$ cat src/sv/ddo_pkg.sv
package ddo_pkg;

  typedef struct packed {
    logic signed [15:0] duty_left;
    logic signed [15:0] duty_right;
    logic [31:0]        stamp_us;
  } ddo_in_t;

  typedef struct packed {
    logic signed [31:0] speed_forward;
    logic signed [31:0] turn_rate;
    logic signed [31:0] pose_x;
    logic signed [31:0] pose_y;
    logic [31:0]        heading;
    logic               pose_valid;
  } ddo_out_t;

  localparam logic [2:0] RegGainLeft   = 3'd0;
  localparam logic [2:0] RegGainRight  = 3'd1;
  localparam logic [2:0] RegRadiusLeft = 3'd2;
  localparam logic [2:0] RegRadiusRight = 3'd3;
  localparam logic [2:0] RegBaseline   = 3'd4;

  localparam logic signed [31:0] CordicStart  = 32'sd652032874;
  localparam logic [17:0]        BamPerRateUs = 18'd174993;
  localparam logic signed [31:0] StraightLim  = 32'sd6;
  localparam logic [19:0]        UsPerS       = 20'd1000000;
  // ceil(2^52 / 10^6): exact quotient for any 32-bit dividend
  localparam logic [32:0]        UsRecip      = 33'd4503599628;

  // datapath operations
  typedef enum logic [3:0] {
    OP_NONE   = 4'd0,
    OP_LOAD   = 4'd1,  // latch item, form radius-gain products
    OP_SPEED  = 4'd2,  // wheel surface speeds (rate dividend)
    OP_DIVST  = 4'd3,  // start a division (sel in cmd)
    OP_DIVRES = 4'd4,  // take divider result
    OP_HSTEP  = 4'd5,  // heading step product
    OP_CSTART = 4'd6,  // start CORDIC on angle
    OP_CSTEP  = 4'd7,
    OP_CTAKE  = 4'd8,
    OP_MUL    = 4'd9,  // position multiplies
    OP_ACC    = 4'd10, // update pose
    OP_FIRST  = 4'd11  // first item, stamp only
  } ddo_op_e;

  typedef struct packed {
    ddo_op_e    op;
    logic [1:0] sel;
  } ddo_cmd_t;

  typedef struct packed {
    logic div_done;
    logic cordic_done;
    logic straight;
    logic have_last;
  } ddo_stat_t;

  localparam logic [1:0] SelRate  = 2'd0;
  localparam logic [1:0] SelDist  = 2'd1;
  localparam logic [1:0] SelRad   = 2'd2;
  localparam logic [1:0] SelNew   = 2'd1;
  localparam logic [1:0] SelOld   = 2'd0;

  function automatic logic [31:0] atan_bam(input logic [4:0] k);
    logic [31:0] r;
    unique case (k)
      5'd0: r = 32'd536870912;  5'd1: r = 32'd316933406;
      5'd2: r = 32'd167458907;  5'd3: r = 32'd85004756;
      5'd4: r = 32'd42667331;   5'd5: r = 32'd21354465;
      5'd6: r = 32'd10679838;   5'd7: r = 32'd5340245;
      5'd8: r = 32'd2670163;    5'd9: r = 32'd1335087;
      5'd10: r = 32'd667544;    5'd11: r = 32'd333772;
      5'd12: r = 32'd166886;    5'd13: r = 32'd83443;
      5'd14: r = 32'd41722;     5'd15: r = 32'd20861;
      5'd16: r = 32'd10430;     5'd17: r = 32'd5215;
      5'd18: r = 32'd2608;      5'd19: r = 32'd1304;
      5'd20: r = 32'd652;       5'd21: r = 32'd326;
      5'd22: r = 32'd163;       5'd23: r = 32'd81;
      5'd24: r = 32'd41;        5'd25: r = 32'd20;
      5'd26: r = 32'd10;        5'd27: r = 32'd5;
      5'd28: r = 32'd3;         5'd29: r = 32'd1;
      5'd30: r = 32'd1;         default: r = 32'd0;
    endcase
    return r;
  endfunction

  function automatic logic signed [31:0] sat32(input logic signed [63:0] v);
    if (v > 64'sd2147483647) return 32'sh7fffffff;
    if (v < -64'sd2147483648) return 32'sh80000000;
    return v[31:0];
  endfunction

endpackage

$ cat src/sv/ddo_ctrl.sv
module ddo_ctrl import ddo_pkg::*; (
  input  logic      clk_i,
  input  logic      rst_ni,
  input  logic      in_valid_i,
  output logic      in_stall_o,
  output logic      out_valid_o,
  input  logic      out_stall_i,
  input  ddo_stat_t stat_i,
  output ddo_cmd_t  cmd_o
);
  typedef enum logic [11:0] {
    S_IDLE  = 12'h001, S_SPEED = 12'h002, S_RDIV = 12'h004, S_RWAIT = 12'h008,
    S_BR    = 12'h010, S_HST   = 12'h020, S_C0   = 12'h040, S_C0W   = 12'h080,
    S_DDIV  = 12'h100, S_DWAIT = 12'h200, S_C1W  = 12'h400, S_ACC   = 12'h800
  } state_e;

  state_e     state_q, state_d;
  logic       ovalid_q, ovalid_d, div_rad_q, div_rad_d;
  logic       accept;

  // a new item is taken once the previous result has left
  assign in_stall_o  = (state_q != S_IDLE) || ovalid_q;
  assign accept      = in_valid_i && !in_stall_o;
  assign out_valid_o = ovalid_q;

  always_comb begin
    state_d   = state_q;
    ovalid_d  = ovalid_q && out_stall_i;
    div_rad_d = div_rad_q;
    cmd_o     = '{op: OP_NONE, sel: SelRate};
    unique case (state_q)
      S_IDLE:  if (accept) begin cmd_o.op = OP_LOAD; state_d = S_SPEED; end
      S_SPEED: begin cmd_o.op = OP_SPEED; state_d = S_RDIV; end
      S_RDIV:  begin cmd_o = '{op: OP_DIVST, sel: SelRate}; state_d = S_RWAIT; end
      S_RWAIT: if (stat_i.div_done) begin
        cmd_o = '{op: OP_DIVRES, sel: SelRate}; state_d = S_BR;
      end
      S_BR: if (stat_i.have_last) begin
        cmd_o.op = OP_HSTEP; state_d = S_HST;
      end else begin
        cmd_o.op = OP_FIRST; ovalid_d = 1'b1; state_d = S_IDLE;
      end
      S_HST: begin cmd_o = '{op: OP_CSTART, sel: SelOld}; state_d = S_C0; end
      S_C0:  state_d = S_C0W;
      S_C0W: if (stat_i.cordic_done) begin
        cmd_o.op = OP_CTAKE; state_d = S_DDIV;
      end
      S_DDIV: begin
        div_rad_d = !stat_i.straight;
        cmd_o = '{op: OP_DIVST, sel: stat_i.straight ? SelDist : SelRad};
        state_d = S_DWAIT;
      end
      S_DWAIT: if (stat_i.div_done) begin
        cmd_o = '{op: OP_DIVRES, sel: div_rad_q ? SelRad : SelDist};
        if (div_rad_q) state_d = S_C1W;
        else begin cmd_o.op = OP_DIVRES; state_d = S_C1W; end
      end
      S_C1W: begin
        if (div_rad_q) begin
          // second CORDIC pass on the new heading
          cmd_o = '{op: OP_CSTART, sel: SelNew};
          div_rad_d = 1'b0;
        end else if (stat_i.cordic_done) begin
          cmd_o = '{op: OP_MUL, sel: SelNew};
          state_d = S_ACC;
        end
      end
      S_ACC: begin cmd_o.op = OP_ACC; ovalid_d = 1'b1; state_d = S_IDLE; end
      default: state_d = S_IDLE;
    endcase
  end

  always_ff @(posedge clk_i or negedge rst_ni) begin
    if (!rst_ni) begin
      state_q <= S_IDLE; ovalid_q <= 1'b0; div_rad_q <= 1'b0;
    end else begin
      state_q <= state_d; ovalid_q <= ovalid_d; div_rad_q <= div_rad_d;
    end
  end

`ifndef SYNTHESIS
  a_onehot: assert property (@(posedge clk_i) disable iff (!rst_ni) $onehot(state_q))
    else $error("state not one-hot");
  a_noacc: assert property (@(posedge clk_i) disable iff (!rst_ni)
    accept |=> state_q == S_SPEED) else $error("accept lost");
  a_hold: assert property (@(posedge clk_i) disable iff (!rst_ni)
    (out_valid_o && out_stall_i) |=> out_valid_o) else $error("result dropped");
  a_busy: assert property (@(posedge clk_i) disable iff (!rst_ni)
    (state_q != S_IDLE) |-> in_stall_o) else $error("input open while busy");
`endif
endmodule
$ cat config.mk
export PLATFORM = sky130hd
export DESIGN_NAME = ddo_ctrl
export DESIGN_NICKNAME = d
export VERILOG_FILES = /design/src/sv/ddo_pkg.sv /design/src/sv/ddo_ctrl.sv
export SDC_FILE = /design/constraint.sdc
export NUM_CORES = 1
export LEC_CHECK = 0
export ABC_AREA = 1
export BUFFER_PORTS_ARGS = -buffer_cell sky130_fd_sc_hd__buf_2
export CAP_MARGIN = 15
export CORE_MARGIN = 8
export CORE_UTILIZATION = 56
export CTS_BUF_LIST = sky130_fd_sc_hd__clkbuf_2 sky130_fd_sc_hd__clkbuf_4 sky130_fd_sc_hd__clkbuf_8
export CTS_CLUSTER_DIAMETER = 50
export DETAILED_ROUTE_END_ITERATION = 16
export PLACE_DENSITY = 0.82
export RECOVER_POWER = 25
export SKIP_CTS_REPAIR_TIMING = 1
export SLEW_MARGIN = 40
export SYNTH_ARGS = -nofsm -noshare
export SYNTH_HDL_FRONTEND = slang
export SYNTH_SLANG_ARGS = --single-unit
export TNS_END_PERCENT = 10
$ cat constraint.sdc
create_clock -name clk_i -period 2.2 [get_ports clk_i]
set_clock_uncertainty 0.2 [all_clocks]
set_input_delay 0.11 -clock clk_i [delete_from_list [all_inputs] [get_ports clk_i]]
set_output_delay 0.11 -clock clk_i [all_outputs]
set_load 0.02 [all_outputs]
==> flow_metrics.py, run 1 <==
metrics = {
    "routing": {
        "drc": 0,
        "vias": 917,
        "drtIter0Drc": 42,
        "vias_per_cell": 5.18,
        "wirelength_um": 2190,
        "ant_nets": 0,
        "dr.pass1.iters": 4,
        "wl_per_cell_um": 12.4,
    },
    "grt": {
        "grtUsageTotal_pct": 12.2,
        "antenna_found_initial": 0,
        "grt_max_degree": 15,
        "grt-ovfl-total": 0,
        "grt_pass1_wl_um": 3240,
        "grt_pass1_vias": 831,
    },
    "setup_path": {
        "ff2ff_path_depth": 6,
        "start_kind": "flip-flop",
        "crit_type": "reg2out",
        "arrival_ns": 1.81,
        "end_kind": "primary output",
        "crit_required_ns": 1.89,
        "critPathMaxFanout": 4,
    },
    "floorplan": {
        "start_util_pct": 59.3,
        "design.core.area_um2": 1490,
        "die_h_um": 55.7,
        "pin_count": 16,
        "num_rows": 14,
        "die_area_um2": 3100,
        "die_x_um": 55.7,
    },
    "yosys": {
        "yosysWarnings": 0,
        "synth-compound-area-share_pct": 4.11,
        "synth-adder-area-share_pct": 0,
        "synth_top_family_by_area": "simple AND/OR/NAND/NOR gates",
        "ys_seq_elements": 14,
        "syn_area_um2": 883,
        "synth_xor_area_share_pct": 0,
        "syn_avg_cell_area_um2": 6.54,
        "synth_cell_types": 17,
        "synthesis.nets": 143,
        "yosys.area_share.simple_pct": 44.2,
        "yosys-mux-area-fraction_pct": 0,
        "synth_cells": 135,
        "seq_area_frac_synth_pct": 39.8,
    },
    "clock_network": {
        "clk_pin_slew_ns": 0.09,
        "clkLatencyLatePin_ns": 0.29,
        "cts.sinks": 14,
        "htree_num_levels": 1,
        "cts_tree": "built",
        "clockBufferDepth": 2,
        "root_buffer": "clkbuf_4",
        "cts_buffers": 3,
    },
    "sta": {
        "setup_violations": 0,
        "clock.fmax_mhz": 472,
        "whs_ns": 0.183,
        "layout_min_cycle_time_ns": 2.12,
        "fin_crit_sh_pct": 96.3,
        "tns_ns": 0,
        "finalHoldViolCount": 0,
        "maxSlewHeadroom_pct": 51.4,
        "worst_slew_pin_slew_ns": 0.729,
        "slew_violations": 0,
        "worst_slack_ns": 0.0810,
    },
    "pwr": {
        "powerDensity_nw_per_um2": 785,
        "irDropWorstVdd_mv": 0.694,
        "power_mw": 0.851,
        "p_leak_nw": 0.690,
    },
    "job": {
        "drv_cap": 0,
    },
    "placed_design": {
        "port_buffers": 15,
        "dpl.hpwl_um": 1570,
        "place.gp.congestion": 0.875,
        "place_ws_ns": 0.431,
        "dpl.cell_count": 166,
        "placed_area_um2": 978,
    },
    "min_path": {
        "hold_path.class": "in2async",
    },
    "cells_and_area": {
        "n_antenna_cell": 0,
        "final_area_um2": 1080,
        "syn2layout_area_growth_pct": 22.8,
        "fillers": 119,
        "final_nets": 170,
        "post-route-util_pct": 72.9,
        "stdcell_count": 177,
        "drive_above_1_share_pct": 17.4,
    },
    "outcome": {
        "status": "complete, no violations",
    },
}
-- sequential cells by signal, summed over array words and instances, names as in the netlist --
register,count
state_q,12
out_valid_o,1
div_rad_q,1
-- worst max-delay path, cell delays in order, from the launching register on --
cell     delay [ns]
dfstp_2        0.53
inv_1          0.06
nor3_1         0.43
nand4_1        0.21
nand4_1        0.14
buf_2          0.17
-- report_power, final --
part,switching [mW],internal (mW)
clock,0.0840,0.0828
sequential,0.0208,0.292
combinational,0.239,0.133
total,0.344,0.508
-- worst paths after layout --
path                                         start                       to  slack [ns]
setup reg to reg            state_q[0]$_DFFE_PN1P_   state_q[3]$_DFFE_PN0P_        0.39
hold reg to reg            state_q[10]$_DFFE_PN0P_  state_q[10]$_DFFE_PN0P_        0.32
hold / removal                              rst_ni    div_rad_q$_DFFE_PN0P_        0.18
min in group clk_i         state_q[10]$_DFFE_PN0P_  state_q[10]$_DFFE_PN0P_        0.32
setup / recovery            state_q[0]$_DFFE_PN1P_                 cmd_o[2]        0.08
max in group asynchronous                   rst_ni   state_q[8]$_DFFE_PN0P_        1.15
-- cells by family (layout without fill, tap and decap cells) --
kind of cell	Yosys count	in the layout
and+or+nand+nor	87	87
buffers and inverters	28	54
DFF	14	14
AOI/OAI and AO/OA	6	6
-- cell usage in the layout (no fill, tap or decap) --
cell	instances
nand2_1	42
inv_1	28
nor2_1	16
buf_2	14
dfrtp_1	13
nor3_1	8
nand3_1	8
dlygate4sd3_1	7
nand2_2	4
nand4_1	4
clkbuf_4	4
nor2_4	3
o21ai_0	2
nor2_2	1
o22ai_1	1
a21oi_1	1
o211ai_1	1
nand3_2	1
a211oi_1	1
clkbuf_1	1
dfstp_2	1
-- per-layer routing --
| metal | track usage (%) | vias up | part of all wire [%] |
|---|---|---|---|
| li1 | - | 467 | - |
| met1 | 15.4 | 408 | 44 |
| met2 | 18.8 | 36 | 47 |
| met3 | 4.11 | 6 | 6.8 |
| met4 | 4.23 | 0 | 2.0 |
| met5 | 0 | - | 0 |
-- cell usage after synthesis, drive strengths merged --
master / number / area (µm²)
dfrtp: 13 / 325
nand2: 46 / 180
a211oi: 1 / 7.51
nand3: 9 / 50.1
nor2: 20 / 95.1
nor3: 8 / 40.0
a21oi: 1 / 5.00
o211ai: 1 / 7.51
o21ai: 2 / 10.0
dfstp: 1 / 26.3
o22ai: 1 / 6.26
inv: 28 / 105
nand4: 4 / 25.0
-- final cells by class --
class                      instances  area [µm²]  share of cell area (%)
sequential                        14         352                    32.4
inverter                          28         105                    9.69
multi-input combinational         93         434                    40.0
tap                               16        20.0                    1.85
clock buffer                       4        30.0                    2.77
timing repair buffer              22         144                    13.3
No activity file was read; power rests on OpenSTA's default activity.
==> run 2, diff against run 1 <==
- CORE_MARGIN: 8 -> 2
- CTS_BUF_LIST: sky130_fd_sc_hd__clkbuf_2 sky130_fd_sc_hd__clkbuf_4 sky130_fd_sc_hd__clkbuf_8 -> sky130_fd_sc_hd__clkbuf_4
==> flow_metrics.py, run 2 (synthesis gave the netlist of run 1 again) <==
metrics = {
    "cells_and_area": {
        "multi_input_area_um2": 439,
        "final_cell_mix": "nand2_1, inv_1, nor2_1",
        "post-route-util_pct": 73.2,
        "fillers": 122,
        "largest_register_ffs": 12,
        "final_common_cell": "nand2_1",
        "n_antenna_cell": 0,
        "regMostFlops": "state_q",
        "final_nets": 170,
        "syn2layout_area_growth_pct": 23.4,
        "regArea_um2": 352,
        "drive_above_1_share_pct": 17.4,
    },
    "routing": {
        "vias_per_cell": 5.25,
        "wl_per_cell_um": 11.6,
        "drtIter0Drc": 54,
        "dr.pass1.iters": 4,
        "vias": 929,
        "drc": 0,
        "ant_nets": 0,
        "wirelength_um": 2060,
    },
    "clock_network": {
        "clkLatencyLatePin_ns": 0.29,
        "htree_num_levels": 1,
        "root_buffer": "clkbuf_4",
        "cts_buffers": 3,
        "clockBufferDepth": 2,
        "clk_pin_slew_ns": 0.09,
        "cts_tree": "built",
        "cts.sinks": 14,
    },
    "floorplan": {
        "die_h_um": 43.7,
        "die_x_um": 43.7,
        "die_area_um2": 1910,
        "pin_count": 16,
        "design.core.area_um2": 1490,
        "num_rows": 14,
        "start_util_pct": 59.3,
    },
    "setup_path": {
        "arrival_ns": 1.75,
        "crit_required_ns": 1.89,
        "end_kind": "primary output",
        "start_kind": "flip-flop",
        "crit_type": "reg2out",
        "critPathMaxFanout": 6,
    },
    "grt": {
        "grtUsageTotal_pct": 23.1,
        "grt_max_degree": 15,
        "antenna_found_initial": 0,
        "grt_pass1_wl_um": 3240,
        "grt_pass1_vias": 754,
        "grt-ovfl-total": 0,
    },
    "sta": {
        "slew_violations": 0,
        "finalHoldViolCount": 0,
        "fin_crit_sh_pct": 93.6,
        "layout_min_cycle_time_ns": 2.06,
        "setup_violations": 0,
        "maxSlewHeadroom_pct": 52.5,
        "whs_ns": 0.176,
        "clock.fmax_mhz": 486,
        "worst_slew_pin_slew_ns": 0.712,
    },
    "pwr": {
        "irDropWorstVdd_mv": 0.484,
        "powerDensity_nw_per_um2": 778,
        "p_leak_nw": 0.694,
        "power_mw": 0.848,
    },
    "placed_design": {
        "place.gp.congestion": 0.881,
        "dpl.hpwl_um": 1480,
        "port_buffers": 15,
    },
    "outcome": {
        "status": "complete, no violations",
    },
    "job": {
        "drv_cap": 0,
    },
    "min_path": {
        "hold_path.class": "in2async",
    },
}
[run 2: area by class of cell]
cell class,count,share of cell area (%)
Clock buffer,4,2.76
Inverter,28,9.64
Multi-Input combinational cell,93,40.3
Sequential cell,14,32.3
Tap cell,16,1.84
Timing Repair Buffer,22,13.2
[run 2: path summary, 6_finish.rpt]
| kind | from | endpoint | slack [ns] | depth (start not counted) |
|---|---|---|---|---|
| setup reg to reg | state_q[0]$_DFFE_PN1P_ | state_q[3]$_DFFE_PN0P_ | 0.48 | 6 |
| setup / recovery | state_q[4]$_DFFE_PN0P_ | cmd_o[0] | 0.14 | 8 |
| min in group clk_i | state_q[10]$_DFFE_PN0P_ | state_q[10]$_DFFE_PN0P_ | 0.32 | 2 |
| max in group asynchronous | rst_ni | state_q[8]$_DFFE_PN0P_ | 1.16 | 2 |
| hold reg to reg | state_q[10]$_DFFE_PN0P_ | state_q[10]$_DFFE_PN0P_ | 0.32 | 2 |
| hold / removal | rst_ni | div_rad_q$_DFFE_PN0P_ | 0.18 | 2 |
[run 2: worst max-delay path, stage by stage (launching register included)]
cell	delay, ns
dfrtp_1	0.40
nor2_1	0.13
nand2_2	0.11
nor2_4	0.19
nand2_1	0.16
nor2_1	0.15
nor2_1	0.06
o21ai_0	0.07
buf_2	0.18
[run 2: stage by stage]
step	area (µm²)	setup slack [ns]	setup TNS, ns	instances
final	1090	0.141	0	177
after global routing	1090	-0.0101	-0.0101	177
after CTS	1010	0.130	0	170
after detailed placement	978	0.453	0	166
after global placement	978	0.473	0	166
after floorplan	883	0.528	0	135
[run 2: layer usage]
metal	routed length, µm	GRT usage [%]	up-vias
li1	-	-	464
met5	0	0	-
met1	928	32.9	416
met2	951	33.8	44
met4	42	10.9	0
met3	136	4.58	5
[run 2: power by group]
group | internal, mW | switching [mW] | total [mW]
clock network | 0.0828 | 0.0838 | 0.167
registers | 0.292 | 0.0204 | 0.312
logic | 0.129 | 0.240 | 0.369
total | 0.504 | 0.344 | 0.848
==> run 3, diff against run 2 <==
- RECOVER_POWER: 25 -> not set
==> flow_metrics.py, run 3 (synthesis gave the netlist of run 1 again) <==
metrics = {
    "outcome": {
        "status": "complete, no violations",
    },
    "setup_path": {
        "cp.depth": 8,
        "ff2ff_path_depth": 6,
        "ff2ff_setup_slack_ns": 0.48,
        "crit_family": "simple AND/OR/NAND/NOR gates",
        "cpPeakStageDelay_ns": 0.40,
        "r2r_start": "state_q[0]$_DFFE_PN1P_",
        "worstPathCellList": "nor2_1 -> nand2_2 -> nor2_4 -> nand2_1 -> nor2_1 -> nor2_1 -> o21ai_0 -> buf_2",
        "r2r-end": "state_q[3]$_DFFE_PN0P_",
        "crit_type": "reg2out",
        "crit_required_ns": 1.89,
        "crit_buf_inv": 1,
        "start_kind": "flip-flop",
        "cpMostUsedCell": "nor2_1",
        "endpoint": "cmd_o[0]",
        "startpoint": "state_q[4]$_DFFE_PN0P_",
        "arrival_ns": 1.74,
        "end_kind": "primary output",
        "slowest_stage": "dfrtp_1",
        "critPathMaxFanout": 6,
    },
    "pwr": {
        "powerDensity_nw_per_um2": 776,
        "power_frac_clock_pct": 19.6,
        "p_sw_mw": 0.343,
        "intPower_mw": 0.504,
        "irDropWorstVdd_mv": 0.483,
        "seq_power_share_pct": 36.9,
        "swShare_pct": 40.5,
        "p_leak_nw": 0.696,
        "power_frac_comb_pct": 43.5,
    },
    "cells_and_area": {
        "final_nets": 170,
        "final_common_cell": "nand2_1",
        "final_cell_mix": "nand2_1, inv_1, nor2_1",
        "regMostFlops": "state_q",
        "syn2layout_area_growth_pct": 23.5,
        "n_antenna_cell": 0,
        "drive_above_1_share_pct": 18.0,
        "largest_register_ffs": 12,
    },
    "floorplan": {
        "die_area_um2": 1910,
        "die_h_um": 43.7,
        "num_rows": 14,
        "die_x_um": 43.7,
        "start_util_pct": 59.3,
        "pin_count": 16,
        "design.core.area_um2": 1490,
    },
    "clock_network": {
        "clockBufferDepth": 2,
        "cts_tree": "built",
        "cts.sinks": 14,
        "clk_pin_slew_ns": 0.09,
        "htree_num_levels": 1,
        "cts_buffers": 3,
        "root_buffer": "clkbuf_4",
        "clkLatencyLatePin_ns": 0.29,
    },
    "sta": {
        "maxSlewHeadroom_pct": 73.1,
        "finalHoldViolCount": 0,
        "fin_crit_sh_pct": 93.2,
        "worst_slew_pin_slew_ns": 0.400,
        "clock.fmax_mhz": 488,
        "setup_violations": 0,
        "tns_ns": 0,
        "slew_violations": 0,
        "whs_ns": 0.0302,
        "layout_min_cycle_time_ns": 2.05,
    },
    "grt": {
        "grt_pass1_vias": 754,
        "grt_pass1_wl_um": 3240,
        "grt_max_degree": 15,
        "grtUsageTotal_pct": 23.1,
        "grt-ovfl-total": 0,
        "antenna_found_initial": 0,
    },
    "routing": {
        "drc": 0,
        "vias_per_cell": 5.21,
        "drtIter0Drc": 54,
        "vias": 923,
        "dr.pass1.iters": 4,
        "wirelength_um": 2040,
        "wl_per_cell_um": 11.5,
        "ant_nets": 0,
    },
    "placed_design": {
        "dpl.hpwl_um": 1480,
        "port_buffers": 15,
        "place.gp.congestion": 0.881,
    },
    "min_path": {
        "hold_path.class": "in2async",
    },
    "job": {
        "drv_cap": 0,
    },
}
[run 3: cell count changes in the layout (fill, tap and decap cells not counted), sizes merged]
cell    previous run  this run
buf               14        15
clkbuf             5         4
[run 3: layout make-up]
type	instances	area [µm²]
timing repair buffer	22	145
sequential	14	352
inverter	28	105
fill	121	398
tap	16	20.0
multi-input combinational	93	439
clock buffer	4	30.0
[run 3: worst min-delay path by stage]
| stage | end | cells after the start | start |
|---|---|---|---|
| final | div_rad_q$_DFFE_PN0P_ | 2 | rst_ni |
| after global routing | state_q[11]$_DFFE_PN0P_ | 2 | rst_ni |
| after CTS | state_q[10]$_DFFE_PN0P_ | 1 | rst_ni |
| after detailed placement | state_q[10]$_DFFE_PN0P_ | 1 | rst_ni |
| after global placement | state_q[10]$_DFFE_PN0P_ | 1 | rst_ni |
| after floorplan | div_rad_q$_DFFE_PN0P_ | 0 | rst_ni |
[run 3: power by group through the flow]
stage	Combinational (mW)	Sequential, mW	Clock (mW)
floorplan	0.259	0.314	0
global placement	0.335	0.316	0
detailed placement	0.337	0.318	0
CTS	0.338	0.312	0.167
global route	0.400	0.319	0.180
finish	0.369	0.312	0.166
[run 3: metrics by stage]
step	std cells	setup WS [ns]	total power, mW	util [%]	cell area, µm²
after floorplan	135	0.528	0.573	-	883
after global placement	166	0.473	0.652	65.7	978
after detailed placement	166	0.453	0.655	65.7	978
after CTS	170	0.130	0.817	67.7	1010
after global routing	177	-0.0101	0.898	73.3	1090
final	177	0.150	0.847	73.3	1090
[run 3: layer usage]
layer	vias to the layer above	global-route usage [%]	share of wire, %
met1	410	32.9	44
met3	5	4.58	7.5
met5	-	0	0
met2	44	33.8	46
li1	464	-	-
met4	0	10.9	2.1
